==> config.mk <==
export PLATFORM = sky130hd
export DESIGN_NAME = dfs_ctrl
export DESIGN_NICKNAME = d
export VERILOG_FILES = /design/src/rtl/dfs_pkg.sv /design/src/rtl/dfs_ctrl.sv
export SDC_FILE = /design/constraint.sdc
export NUM_CORES = 1
export LEC_CHECK = 0
export BUFFER_PORTS_ARGS = -buffer_cell sky130_fd_sc_hd__buf_2
export CELL_PAD_IN_SITES_DETAIL_PLACEMENT = 1
export CELL_PAD_IN_SITES_GLOBAL_PLACEMENT = 1
export CORE_UTILIZATION = 41
export CTS_CLUSTER_DIAMETER = 50
export CTS_CLUSTER_SIZE = 12
export DETAILED_ROUTE_END_ITERATION = 8
export PLACE_DENSITY = 0.91
export RECOVER_POWER = 100
export SYNTH_ARGS = -nofsm -noshare
export SYNTH_HDL_FRONTEND = slang
export SYNTH_SLANG_ARGS = --single-unit
==> constraint.sdc <==
create_clock -name i_clk -period 4.6 [get_ports i_clk]
set_clock_uncertainty 0.05 [all_clocks]
set_input_delay 1.38 -clock i_clk [delete_from_list [all_inputs] [get_ports i_clk]]
set_output_delay 1.38 -clock i_clk [all_outputs]
set_load 0.01 [all_outputs]
==> src/rtl/dfs_pkg.sv <==
// Shared types and constants for the descending fitness sorter.
// Holds the input and result item structs and the controller command struct.
// No dependencies.
package dfs_pkg;

    // Field widths fixed by the item format.
    localparam int KEY_W = 32;
    localparam int TAG_W = 16;

    // Population size register.
    localparam int         CFG_W     = 7;
    localparam logic [6:0] CFG_RESET = 7'd64;

    // Default depth of the sorting chain.
    localparam int POP_SIZE_DEF = 64;

    // One input item: a Q16.16 key and the tag that travels with it.
    typedef struct packed {
        logic signed [KEY_W-1:0] fitness;
        logic        [TAG_W-1:0] individual_tag;
    } t_in_item;

    // One result item of the sorted burst.
    typedef struct packed {
        logic signed [KEY_W-1:0] sorted_fitness;
        logic        [TAG_W-1:0] sorted_tag;
        logic                    last_item;
    } t_out_item;

    // Commands from the controller to the sorting chain.
    typedef struct packed {
        logic insert;
        logic shift;
    } t_dfs_cmd;

endpackage

==> src/rtl/dfs_ctrl.sv <==
// Controller of the descending fitness sorter: load/emit state machine,
// population size register and the item counter. Depends on dfs_pkg.
module dfs_ctrl #(
    parameter int POP_SIZE = dfs_pkg::POP_SIZE_DEF,
    parameter int CNT_W    = $clog2(POP_SIZE + 1)
) (
    input  logic                        i_clk,
    input  logic                        i_rst_n,
    input  logic                        i_cfg_valid,
    output logic                        o_cfg_ready,
    input  logic [dfs_pkg::CFG_W-1:0]   i_cfg_data,
    input  logic                        i_in_valid,
    output logic                        o_in_ready,
    output logic                        o_out_valid,
    input  logic                        i_out_ready,
    output dfs_pkg::t_dfs_cmd           o_cmd,
    output logic [CNT_W-1:0]            o_count,
    output logic                        o_last
);
    import dfs_pkg::*;

    localparam logic ST_LOAD = 1'b0;
    localparam logic ST_EMIT = 1'b1;

    logic             r_state, n_state;
    logic [CFG_W-1:0] r_size, n_size;
    logic [CNT_W-1:0] r_count, n_count;
    logic [CNT_W-1:0] w_eff;
    logic             w_in_acc, w_out_acc;

    // Effective population size: zero acts as one, saturate at the depth.
    always_comb begin
        if (r_size == '0) begin
            w_eff = CNT_W'(1);
        end else if (r_size > CFG_W'(POP_SIZE)) begin
            w_eff = CNT_W'(POP_SIZE);
        end else begin
            w_eff = r_size[CNT_W-1:0];
        end
    end

    assign o_cfg_ready = 1'b1;
    assign o_in_ready  = (r_state == ST_LOAD);
    assign o_out_valid = (r_state == ST_EMIT);
    assign w_in_acc    = i_in_valid && o_in_ready;
    assign w_out_acc   = o_out_valid && i_out_ready;

    // While emitting the counter holds the items still to go.
    assign o_count     = r_count;
    assign o_last      = (r_count == CNT_W'(1));
    assign o_cmd.insert = w_in_acc;
    assign o_cmd.shift  = w_out_acc;

    // Next state: a size write restarts the load.
    always_comb begin
        n_state = r_state;
        n_size  = r_size;
        n_count = r_count;
        if (i_cfg_valid) begin
            n_size  = i_cfg_data;
            n_count = '0;
            n_state = ST_LOAD;
        end else begin
            unique case (r_state)
                ST_LOAD: begin
                    if (w_in_acc) begin
                        n_count = r_count + CNT_W'(1);
                        if (r_count + CNT_W'(1) >= w_eff) begin
                            n_state = ST_EMIT;
                        end
                    end
                end
                ST_EMIT: begin
                    if (w_out_acc) begin
                        n_count = r_count - CNT_W'(1);
                        if (o_last) begin
                            n_state = ST_LOAD;
                        end
                    end
                end
                default: n_state = ST_LOAD;
            endcase
        end
    end

    always_ff @(posedge i_clk) begin
        if (!i_rst_n) begin
            r_state <= ST_LOAD;
            r_size  <= CFG_RESET;
            r_count <= '0;
        end else begin
            r_state <= n_state;
            r_size  <= n_size;
            r_count <= n_count;
        end
    end

endmodule

# Yosys cells after proc, flatten, opt, wreduce, memory -nomap -nowiden
# Cells that the tools add are included.
# word_totals
register_bits	15
word_cells	27
input_bits	12
output_inout_bits	13
# classes
n_eq_ne	3
n_lt_le_gt_ge	2
n_mux	10
bitwise	2
n_addsub	2
n_reduce_logical	5
# ops
cell	n
two-way mux 7 bit	4
case mux 7 bit (2 select lines)	1
adder 7 x 1 -> 7 bit (second input constant)	1
equality test 7 x 1 -> 1 bit (second input constant)	1
greater-or-equal comparator 7 bit	1
> comparator 7 bit (second input constant)	1
zero test 7 bit	1
subtractor 7 x 1 -> 7 bit (second input constant)	1
two-way mux 1 bit	4
!= test 2 x 1 -> 1 bit (second input constant)	2
logical AND 1 bit	2
inverter 1 bit	2
case mux 1 bit (2 select lines)	1
AND reduction 2 bit	1
OR reduction 2 bit	1

# Logic depth before layout (Yosys ltp)
# logic_depth
word_depth	7
mapped_depth	9

# Worst setup path after synthesis
# OpenSTA, ideal clock, no wires.
# synth_timing
path_type	input to output
start	input port i_in_valid
end	output port o_cmd[1] (netlist bit)
path_slack_ns	1.479
arrival_ns	1.691
cell_stages	3
cell_sequence	nand2b_1 > inv_1 > buf_4
# synth_between
elab_chain_len	1
# synth_lines
element	line_no	source
start: declaration	dfs_ctrl.sv:12	input logic i_in_valid,
logical AND 1 bit	dfs_ctrl.sv:45	assign w_in_acc = i_in_valid && o_in_ready;
end: declaration	dfs_ctrl.sv:16	output dfs_pkg::t_dfs_cmd o_cmd,
# No other way between the ends.

==> metrics.md <==
| Metric | Value |
|---|---|
| Global placement routability congestion | `0.866` |
| CP Depth | `4` |
| Drc violations | `0` |
| Post-Syn Area per Cell | `8.56 µm²` |
| Status | `complete, no violations` |
| Die H | `51.4 µm` |
| Fmax | `301 MHz` |
| Sink Count | `15` |
| Fin area | `~0.0011 mm²` |
| Synth Instances | `117` |
| RSZ-0062 raised after global routing | `false` |
| Avg WL per Cell | `14.1 µm` |
| Yosys warns | `0` |
| Critical-path top delay cell | `clkbuf_1` |
| Max Root-Sink Buffers | `2` |
| Cell family with most CP delay | `buffers and inverters` |
| Worst vdd ir | `125 µV` |
| Via density per instance | `5.22` |
| Area contributors post-synth | `dfxtp_1 30%, ha_1 13%, xnor2_1 6.1%` |
| Crit-path max cell delay | `around 0.15 ns` |
| Max-cap violations | `0` |
| Vias | `861` |
| # Post-CTS Setup Buffers | `0` |
| Crit path max fanout | `4` |
| Core region area | `0.00225 mm²` |
| Mapped Area | `0.00100 mm²` |
| Setup TNS | `0 ns` |
| Tcrit/Tclk final | `72.3%` |
| H-Tree Depth | `1` |
| Port Buffers | `23` |
| Syn_nets | `139` |
| Clock latency on the worst-skew pair | `0.29 ns` |
| Initial antenna violation count | `0` |
| Pre-antenna DRT Iters | `4` |
| Slew headroom | `64.6%` |
| Die X | `51.4 µm` |
| Final Power | `about 260 µW` |
| Yosys top cell area share | `about 30%` |
| Post-synthesis sequential area ratio | `between 30% and 40%` |
| Hold_buf cts | `0` |
| WP data arrival | `roughly 1.9 ns` |
| Worst hold slack | `about 0.49 ns` |
| HPWL after DPL | `1880 µm` |
| Worst Reg-to-Reg Cells | `8` |
| CP Launch Type | `primary input` |
| Area Overhead vs Synth | `11.0%` |
| Die outline area | `~0.0026 mm²` |
| Final wirelength | `approximately 2300 µm` |
| Grt ovf | `0` |
| GRT Total Usage | `21.6%` |
| # setup viols final | `0` |
| Final antenna-violating net count | `0` |
| Yosys reg bits | `15` |
| CP Cell Sequence | `buf_2 -> nand2b_1 -> inv_1 -> clkbuf_1` |
| CP bufs+invs | `3` |
| Detailed Route Iter0 Violations | `9` |
| Root Buffer | `clkbuf_4` |
| CP Class | `primary input to output port` |
| First-pass GRT wire length | `4130 µm` |
| Fin. max-slew vios | `0` |
| Layout cell share with drive strength beyond 1 | `12.4%` |
| Final Hold Fails | `0` |
| DP Area | `0.00110 mm²` |
| PD cells | `234 mW/mm²` |
| Fin crit period | `3.32 ns` |
| Hold path depth | `2` |
| Netlist cell types | `33` |
| Clock-pin slew on the worst setup and hold paths | `0.09 ns` |
| Starting Density | `between 40 and 50%` |
| CTS buffer count | `3` |
| Pin count of the biggest net entering global routing | `11` |
| Commonest non-fill, non-tap cell in the layout | `dfxtp_1` |
| Post-layout nets | `160` |
| Num rows | `17` |
| P_leak | `between 0.0004 and 0.0005 µW` |
| Worst min-delay path class | `flop to flop` |
| Least-Margin Pin Slew | `0.532 ns` |
| IO Count | `25` |
| Via count of the first global-routing pass | `886` |
| CTS tree | `yes` |
| CTS resizes | `0` |
| Worst Setup End Kind | `output port` |
| Diode count | `0` |
| CP required | `3.17 ns` |
| Area leader, netlist | `dfxtp_1` |
| Most frequent cells in the layout | `15 x dfxtp_1, 13 x clkbuf_1, 12 x nor2_1` |
[worst register-to-register path, delay by kind of cell, from the launching register on]
kind                     cells  cell delay [ns]
AND/OR/NAND/NOR              4             0.85
adder cells (fa/ha/maj)      2             0.59
XOR/XNOR                     1             0.09
AO/OA/AOI/OAI                1             0.23
flip-flops                   1             0.48
[per-layer routing]
metal	vias up	track usage (%)	routed length (µm)
li1	435	-	-
met1	411	27.1	1100
met2	11	34.4	1120
met3	4	2.38	45
met4	0	14.4	52
met5	-	0	0
[state kept, by name, summed over array words and instances (netlist names)]
register / count
o_count: 7
o_out_valid: 1
r_size: 7
[worst paths after layout]
path	startpoint	slack, ns	end
worst min-delay path	r_size[0]	0.49	r_size[0]
worst min register to register	r_size[0]	0.49	r_size[0]
worst max-delay path	i_in_valid	1.28	o_cmd[1]
worst max register to register	o_count[0]	2.22	o_out_valid
[stage by stage]
stage | setup WS (ns) | cells | utilization [%]
after CTS | 1.27 | 165 | 50.2
after global placement | 1.29 | 161 | 49.0
final | 1.28 | 165 | 49.3
after floorplan | 1.48 | 117 | -
after detailed placement | 1.27 | 161 | 49.0
after global routing | 1.23 | 165 | 49.3
[cell usage after synthesis]
cell	count
a211oi_1	3
a21o_1	1
a21oi_1	2
a221oi_1	1
buf_2	1
buf_4	3
buf_6	1
clkbuf_1	2
conb_1	1
dfxtp_1	15
ha_1	10
inv_1	6
mux2i_1	6
nand2_1	11
nand2b_1	3
nand3_1	5
nand3b_1	1
nor2_1	12
nor2b_1	6
nor3_1	4
nor3b_2	1
nor4_1	1
o211ai_1	2
o21a_1	1
o22ai_1	1
o32ai_1	1
o32ai_2	1
or2_1	1
or2_2	1
or3_1	1
or4_4	1
xnor2_1	7
xor2_1	4
[area by class of cell]
type	count	area [µm²]
timing repair buffer	23	100
tap	28	35.0
sequential	15	300
fill	295	1140
multi-input combinational	89	627
inverter	6	22.5
clock buffer	4	26.3
[power breakdown]
group | switching (µW) | internal [µW] | total, µW
sequential | 5.47 | 135 | 140
combinational | 23.0 | 19.4 | 42.3
clock | 43.9 | 33.7 | 77.7
total | 72.4 | 188 | 260
[cells by family (layout without fill, tap and decap cells)]
family                     after synthesis  in the layout  share of synthesized area (%)
AOI/OAI and AO/OA                       13             13                           10.3
DFF                                     15             15                           30.0
buffers and inverters                   13             33                           6.87
muxes                                    6              6                           6.00
other                                    1              1                          0.375
adders and majority gates               10             10                           12.5
xor gates and xnor gates                11             11                           9.62
and+or+nand+nor                         48             48                           24.4
(Power assumes the default switching activity.)
